<file path="src/hw/rtl/shd_pkg.sv">
// Shared types, register indexes and reset values for the strip detector hit selector.
// No dependencies; used by shd_bank and strip_detector_hit_selector.
`default_nettype none

package shd_pkg;

    localparam int STRIP_COUNT_DEFAULT = 32;
    localparam int STRIP_W             = 5;
    localparam int ENERGY_W            = 16;
    localparam int SUM_W               = ENERGY_W + 1;
    localparam int CFG_INDEX_W         = 1;
    localparam int CFG_DATA_W          = 16;

    // Register indexes of the configuration port
    localparam logic [CFG_INDEX_W-1:0] REG_ENERGY_THRESHOLD = 1'd0;
    localparam logic [CFG_INDEX_W-1:0] REG_MAX_FB_DIFF      = 1'd1;

    localparam logic [ENERGY_W-1:0] ENERGY_THRESHOLD_RESET = 16'd3000;
    localparam logic [ENERGY_W-1:0] MAX_FB_DIFF_RESET      = 16'd3000;

    typedef logic [STRIP_W-1:0]  t_strip;
    typedef logic [ENERGY_W-1:0] t_energy;
    typedef logic [SUM_W-1:0]    t_sum;

    typedef enum logic [1:0] {
        HIT_NONE  = 2'd0,
        HIT_LEFT  = 2'd1,
        HIT_RIGHT = 2'd2
    } t_hit_side;

    // Input word: one strip of an event
    typedef struct packed {
        t_strip  strip_index;
        t_energy energy_left_front;
        t_energy energy_left_back;
        t_energy energy_right_front;
        t_energy energy_right_back;
        logic    last_strip;
    } t_strip_word;

    // Output word: decision for one event
    typedef struct packed {
        t_hit_side hit_side;
        t_strip    front_strip;
        t_strip    back_strip;
        t_sum      energy_sum;
    } t_hit_word;

    // Running maximum of one bank as seen after the current strip is folded in
    typedef struct packed {
        logic    passed;
        t_energy max_energy;
        t_strip  max_strip;
    } t_bank_view;

endpackage

`default_nettype wire

</file>
<file path="src/hw/rtl/shd_bank.sv">
// Running maximum tracker for one energy bank (energy, strip index, passed flag).
// Depends on shd_pkg.
`default_nettype none

module shd_bank (
    input  wire                  i_clk,
    input  wire                  i_rst_n,
    input  shd_pkg::t_energy     i_threshold,
    input  wire                  i_update,
    input  wire                  i_rearm,
    input  shd_pkg::t_energy     i_energy,
    input  shd_pkg::t_strip      i_strip,
    output shd_pkg::t_bank_view  o_view
);
    import shd_pkg::*;

    logic    r_passed;
    t_energy r_max_energy;
    t_strip  r_max_strip;

    t_energy cur_max;
    logic    take;

    // Banks that have not passed compare against the live threshold
    assign cur_max = r_passed ? r_max_energy : i_threshold;
    assign take    = i_update && (i_energy > cur_max);

    // Present the maximum with this strip folded in
    always_comb begin
        o_view.passed     = r_passed || take;
        o_view.max_energy = take ? i_energy : cur_max;
        o_view.max_strip  = take ? i_strip : r_max_strip;
    end

    // Hold the running maximum; rearm after the last strip of an event
    always_ff @(posedge i_clk) begin
        if (!i_rst_n) begin
            r_passed    <= 1'b0;
            r_max_strip <= '0;
        end else if (i_rearm) begin
            r_passed    <= 1'b0;
            r_max_strip <= '0;
        end else if (take) begin
            r_passed    <= 1'b1;
            r_max_strip <= i_strip;
        end
    end

    always_ff @(posedge i_clk) begin
        if (take) begin
            r_max_energy <= i_energy;
        end
    end

endmodule

`default_nettype wire

</file>
<file path="src/hw/rtl/strip_detector_hit_selector.sv">
// Top level of the strip detector hit selector: input register, four bank trackers,
// side decision and result register. Depends on shd_pkg and shd_bank.
//
// The block takes one strip word per clock while o_in_stall is low and keeps, for
// each of the four banks (left front, left back, right front, right back), the
// largest energy strictly above energy_threshold and the strip where it first
// occurred. The word flagged last_strip closes the event: its strip is folded in,
// the hit side is decided and one hit word is produced, and the banks rearm for the
// next event. A word is accepted whenever o_in_stall is low; it passes the input
// register r_s1 and the bank update and decision logic, and its result is loaded
// into the output register r_out, where it is held until taken. Only a stalled hit
// word that is still held when the next last_strip word reaches the decision stage
// holds off input. Strip words with an index at or above STRIP_COUNT leave the banks
// alone but still close the event when flagged last.
`default_nettype none

module strip_detector_hit_selector #(
    parameter int STRIP_COUNT = shd_pkg::STRIP_COUNT_DEFAULT
) (
    input  wire                                 i_clk,
    input  wire                                 i_rst_n,
    // configuration write port
    input  wire                                 i_cfg_we,
    input  wire [shd_pkg::CFG_INDEX_W-1:0]      i_cfg_index,
    input  wire [shd_pkg::CFG_DATA_W-1:0]       i_cfg_data,
    // strip words
    input  wire                                 i_in_valid,
    output logic                                o_in_stall,
    input  shd_pkg::t_strip_word                i_in_data,
    // hit words
    output logic                                o_out_valid,
    input  wire                                 i_out_stall,
    output shd_pkg::t_hit_word                  o_out_data
);
    import shd_pkg::*;

    localparam int BANKS = 4;
    localparam int LF = 0;
    localparam int LB = 1;
    localparam int RF = 2;
    localparam int RB = 3;

    t_energy     r_threshold;
    t_energy     r_max_fb_diff;

    logic        r_s1_valid;
    t_strip_word r_s1;

    logic        r_out_valid;
    t_hit_word   r_out;

    logic        out_free;
    logic        fire;
    logic        strip_ok;
    t_energy     bank_energy [BANKS];
    t_bank_view  view [BANKS];
    logic        left_wins;
    logic        right_wins;
    t_hit_word   n_out;

    // Write configuration registers
    always_ff @(posedge i_clk) begin
        if (!i_rst_n) begin
            r_threshold   <= ENERGY_THRESHOLD_RESET;
            r_max_fb_diff <= MAX_FB_DIFF_RESET;
        end else if (i_cfg_we) begin
            case (i_cfg_index)
                REG_ENERGY_THRESHOLD: r_threshold   <= i_cfg_data;
                REG_MAX_FB_DIFF:      r_max_fb_diff <= i_cfg_data;
                default: ;
            endcase
        end
    end

    // Advance the decision stage unless a closing word meets a held hit word
    assign out_free   = !r_out_valid || !i_out_stall;
    assign fire       = r_s1_valid && (!r_s1.last_strip || out_free);
    assign o_in_stall = r_s1_valid && !fire;

    always_ff @(posedge i_clk) begin
        if (!i_rst_n) begin
            r_s1_valid <= 1'b0;
        end else if (!o_in_stall) begin
            r_s1_valid <= i_in_valid;
        end
    end

    always_ff @(posedge i_clk) begin
        if (!o_in_stall && i_in_valid) begin
            r_s1 <= i_in_data;
        end
    end

    // Drop energies of strips outside the detector
    assign strip_ok = (32'(r_s1.strip_index) < STRIP_COUNT);

    assign bank_energy[LF] = r_s1.energy_left_front;
    assign bank_energy[LB] = r_s1.energy_left_back;
    assign bank_energy[RF] = r_s1.energy_right_front;
    assign bank_energy[RB] = r_s1.energy_right_back;

    for (genvar b = 0; b < BANKS; b++) begin : g_bank
        shd_bank u_bank (
            .i_clk       (i_clk),
            .i_rst_n     (i_rst_n),
            .i_threshold (r_threshold),
            .i_update    (fire && strip_ok),
            .i_rearm     (fire && r_s1.last_strip),
            .i_energy    (bank_energy[b]),
            .i_strip     (r_s1.strip_index),
            .o_view      (view[b])
        );
    end

    function automatic logic side_wins(t_bank_view f, t_bank_view k,
                                       t_bank_view of, t_bank_view ok,
                                       t_energy lim);
        t_energy diff;
        diff = (f.max_energy > k.max_energy) ? (f.max_energy - k.max_energy)
                                             : (k.max_energy - f.max_energy);
        return f.passed && k.passed && (diff < lim) &&
               (f.max_energy > of.max_energy) && (k.max_energy > ok.max_energy);
    endfunction

    // Decide the hit side from the maxima after the closing strip
    assign left_wins  = side_wins(view[LF], view[LB], view[RF], view[RB], r_max_fb_diff);
    assign right_wins = side_wins(view[RF], view[RB], view[LF], view[LB], r_max_fb_diff);

    always_comb begin
        n_out = '0;
        n_out.hit_side = HIT_NONE;
        if (left_wins) begin
            n_out.hit_side    = HIT_LEFT;
            n_out.front_strip = view[LF].max_strip;
            n_out.back_strip  = view[LB].max_strip;
            n_out.energy_sum  = SUM_W'(view[LF].max_energy) + SUM_W'(view[LB].max_energy);
        end else if (right_wins) begin
            n_out.hit_side    = HIT_RIGHT;
            n_out.front_strip = view[RF].max_strip;
            n_out.back_strip  = view[RB].max_strip;
            n_out.energy_sum  = SUM_W'(view[RF].max_energy) + SUM_W'(view[RB].max_energy);
        end
    end

    // Load the hit word on a closing strip; release it when taken
    always_ff @(posedge i_clk) begin
        if (!i_rst_n) begin
            r_out_valid <= 1'b0;
        end else if (fire && r_s1.last_strip) begin
            r_out_valid <= 1'b1;
        end else if (!i_out_stall) begin
            r_out_valid <= 1'b0;
        end
    end

    always_ff @(posedge i_clk) begin
        if (fire && r_s1.last_strip) begin
            r_out <= n_out;
        end
    end

    assign o_out_valid = r_out_valid;
    assign o_out_data  = r_out;

endmodule

`default_nettype wire
</file>
<file path="config.mk">
export PLATFORM = sky130hd
export DESIGN_NAME = strip_detector_hit_selector
export DESIGN_NICKNAME = d
export VERILOG_FILES = /design/src/hw/rtl/shd_pkg.sv /design/src/hw/rtl/shd_bank.sv /design/src/hw/rtl/strip_detector_hit_selector.sv
export SDC_FILE = /design/constraint.sdc
export NUM_CORES = 1
export LEC_CHECK = 0
export ABC_AREA = 1
export BUFFER_PORTS_ARGS = -buffer_cell sky130_fd_sc_hd__clkbuf_2
export CORE_MARGIN = 8
export CORE_UTILIZATION = 45
export CTS_CLUSTER_DIAMETER = 40
export CTS_CLUSTER_SIZE = 30
export DETAILED_ROUTE_END_ITERATION = 6
export SYNTH_ARGS = -nofsm -noshare
export SYNTH_HDL_FRONTEND = slang
export SYNTH_SLANG_ARGS = --single-unit
</file>
<file path="constraint.sdc">
create_clock -name i_clk -period 8.9 [get_ports i_clk]
set_clock_uncertainty 0.1 [all_clocks]
set_input_delay 0 -clock i_clk [delete_from_list [all_inputs] [get_ports i_clk]]
set_output_delay 0 -clock i_clk [all_outputs]
set_load 0.1 [all_outputs]
</file>
==> flow_summary.json <==
{
  "per_cell_via_count_in_the_routed_design": 5.46,
  "cp_slowest_stage_delay_ns": 0.92,
  "grt_setup_unrepaired": "false",
  "worst_setup_hold_path_clk_slew_ns": 0.06,
  "ir_worst_vdd_v": 0.000161,
  "net_count_reported_at_finish": 2686,
  "grt_max_degree": 47,
  "starting_utilization_of_the_core_area_pct": 45.2,
  "top_cells_by_instance_count_after_synthesis": "sky130_fd_sc_hd__nand2_1 (547), sky130_fd_sc_hd__inv_1 (248), sky130_fd_sc_hd__ha_1 (220)",
  "cpMaxStageDelayCell": "sky130_fd_sc_hd__dfxtp_1",
  "critical_path_arrival_ns": 8.32,
  "globalRoute.totalOverflow": 0,
  "synthDistinctLibCells": 51,
  "cp_num_buf_inv": 4,
  "yosysMostFrequentCell": "sky130_fd_sc_hd__nand2_1",
  "drt-total-wl_um": 61700,
  "drv_slew": 0,
  "area_growth_pct": 18.7,
  "tritoncts.num_buffers": 39,
  "syn-instance-count": 2162,
  "worstSkewPairLatency_ns": 0.56,
  "static-leakage-power_nw": 9.87,
  "chipHeight_um": 212,
  "worstPathMaxFanout": 40,
  "synth_area_um2": 17300,
  "postSynthNetCount": 2480,
  "reg2reg_slack_ns": 0.89,
  "drt_first_iter_violations": 1368,
  "critPathCaptureType": "flip-flop",
  "cts-root-to-sink-buffers": 3,
  "layout.filler_cells": 3607,
  "synth_edf_count": 163,
  "drc": 0,
  "drive_gt1_share_pct": 11.5,
  "gp_routability_congestion": 1.01,
  "drtPass1Iterations": 5,
  "syn_avg_cell_area_um2": 8.02,
  "synth_largest_type_area_fraction_pct": 28.2,
  "die_x_um": 212,
  "path_class": "reg2reg",
  "fin_setup_tns_ns": 0,
  "power_per_cell_area_nw_per_um2": 242,
  "worst-slew-pin-transition_ns": 1.04,
  "ports": 123,
  "tritoncts": "done",
  "placement_rows": 72,
  "final-hold-violation-count": 0,
  "outcome": "finished clean",
  "number_of_register_bits_inferred_by_synthesis": 221,
  "grt_antenna_before_repair": 0,
  "timing.final.setup_violations": 0,
  "seq_area_um2": 6060,
  "grt_first_pass_wirelength_um": 91500,
  "worst_path_dominant_cell_family": "compound AO/OA/AOI/OAI gates",
  "hpwlAfterDp_um": 48800,
  "async_reset_ff_share_pct": 0,
  "synth_largest_area_cell": "sky130_fd_sc_hd__edfxtp_1",
  "gr-usage-all-layers_pct": 27.1,
  "antenna_left": 0,
  "die_area_um2": 45100,
  "io_buffers": 122,
  "ctsRootBufferMaster": "sky130_fd_sc_hd__clkbuf_16",
  "hold_slack_ns": 0.0510,
  "worstSetupStartpointType": "flip-flop",
  "postCtsSetupRepairBufs": 0,
  "max_cap_violations": 0,
  "wl_per_cell_um": 21.1,
  "remaining_max_slew_budget_at_the_tightest_pin_pct": 30.4,
  "synth.area.top_cells": "sky130_fd_sc_hd__edfxtp_1 (28%), sky130_fd_sc_hd__ha_1 (16%), sky130_fd_sc_hd__nand2_1 (12%)",
  "cts_sinks": 221,
  "num_antenna_cells": 0,
  "dr_total_vias": 15900,
  "area_occupied_by_multi_input_gates_um2": 9880,
  "timing.final.crit_period_ns": 8.01,
  "timing.critical_path.required_ns": 9.21,
  "critical_path.most_common_cell": "sky130_fd_sc_hd__nand2_1",
  "yosys_warnings": 0,
  "cts.htree.levels": 2,
  "hold_removal_path_class": "in2reg",
  "synth_sequential_area_ratio_pct": 34.9,
  "post_cts_resize_count": 0,
  "core_um2": 38400,
  "synth_top_flop_cell": "sky130_fd_sc_hd__edfxtp_1",
  "vias_in_the_first_global_route": 15200,
  "fmax_mhz": 125,
  "fin_crit_sh_pct": 90.0
}
[registers in the layout (all words and copies together) (netlist names)]
| name | cells |
|---|---|
| o_out_valid | 1 |
| bank_energy | 64 |
| r_s1_valid | 1 |
| o_out_data | 29 |
| g_bank.u_bank.r_passed | 4 |
| r_threshold | 16 |
| g_bank.u_bank.r_max_energy | 64 |
| r_max_fb_diff | 16 |
| r_s1 | 6 |
| g_bank.u_bank.r_max_strip | 20 |
[worst paths after layout]
kind | from | to | depth (start not counted)
setup / recovery | g_bank[0].u_bank.r_passed | o_out_data[6] | 29
hold / removal | i_in_data[4] | bank_energy[3] | 2
setup reg to reg | g_bank[0].u_bank.r_passed | o_out_data[6] | 29
hold reg to reg | bank_energy[0] | g_bank[3].u_bank.r_max_energy[0] | 0
[per-layer routing]
metal | vias up | global-route usage [%] | wire length, µm
met4 | 0 | 13.9 | 3500
met3 | 170 | 5.17 | 4610
met1 | 7437 | 35.0 | 26300
met5 | - | 0 | 0
met2 | 682 | 42.8 | 27200
li1 | 7636 | - | -
[cell families after synthesis]
| family | share of synthesized area, % |
|---|---|
| AND/OR/NAND/NOR | 21.8 |
| buffers and inverters | 8.20 |
| XOR/XNOR | 3.38 |
| adder cells (fa/ha/maj) | 16.6 |
| multiplexers | 3.23 |
| flip-flops | 34.9 |
| AO/OA/AOI/OAI | 11.9 |
[placed cells by master (no fill, tap or decap), types with 12 or more instances in the layout]
| master | count |
|---|---|
| sky130_fd_sc_hd__nand2_2 | 21 |
| sky130_fd_sc_hd__buf_4 | 12 |
| sky130_fd_sc_hd__mux2i_1 | 56 |
| sky130_fd_sc_hd__o21bai_1 | 21 |
| sky130_fd_sc_hd__nand4_1 | 41 |
| sky130_fd_sc_hd__o21ai_0 | 87 |
| sky130_fd_sc_hd__clkbuf_2 | 122 |
| sky130_fd_sc_hd__inv_1 | 248 |
| sky130_fd_sc_hd__nand3_1 | 119 |
| sky130_fd_sc_hd__dlygate4sd3_1 | 96 |
| sky130_fd_sc_hd__inv_2 | 17 |
| sky130_fd_sc_hd__nor2_1 | 114 |
| sky130_fd_sc_hd__xor2_1 | 66 |
| sky130_fd_sc_hd__dfxtp_1 | 58 |
| sky130_fd_sc_hd__edfxtp_1 | 163 |
| sky130_fd_sc_hd__nor3_1 | 12 |
| sky130_fd_sc_hd__o21ai_1 | 62 |
| sky130_fd_sc_hd__nand2_1 | 547 |
| sky130_fd_sc_hd__ha_1 | 220 |
| sky130_fd_sc_hd__a21oi_1 | 167 |
| sky130_fd_sc_hd__clkbuf_16 | 40 |
[metrics by stage]
stage          cells  util [%]  worst slack [ns]  total power, W  area [µm²]
6_report        2917      53.6             0.889         0.00498       20600
5_1_grt         2917      53.6             0.372         0.00528       20600
3_3_place_gp    2749      47.7              1.02         0.00341       18300
3_5_place_dp    2749      47.7              1.00         0.00342       18300
2_1_floorplan   2162         -              3.30         0.00277       17300
4_1_cts         2917      53.6             0.975         0.00496       20600
[cell type report]
class	count	area share [%]
clock inverter	28	1.45
clock buffer	44	4.98
sequential	221	29.4
inverter	270	4.96
timing repair buffer	230	8.07
multi-input combinational	1606	48.0
tap	518	3.15
[timing repair]
item,in CTS,in global routing
hold buffers,96,0
setup endpoints to repair,0,0
endpoints found under the hold margin,137,0
[report_power, final]
group          internal [W]  total, W  switching (W)
combinational      0.000723   0.00226        0.00154
clock              0.000916   0.00150       0.000587
sequential          0.00117   0.00122      0.0000525
total               0.00281   0.00498        0.00218
No activity file was read; power rests on OpenSTA's default activity.
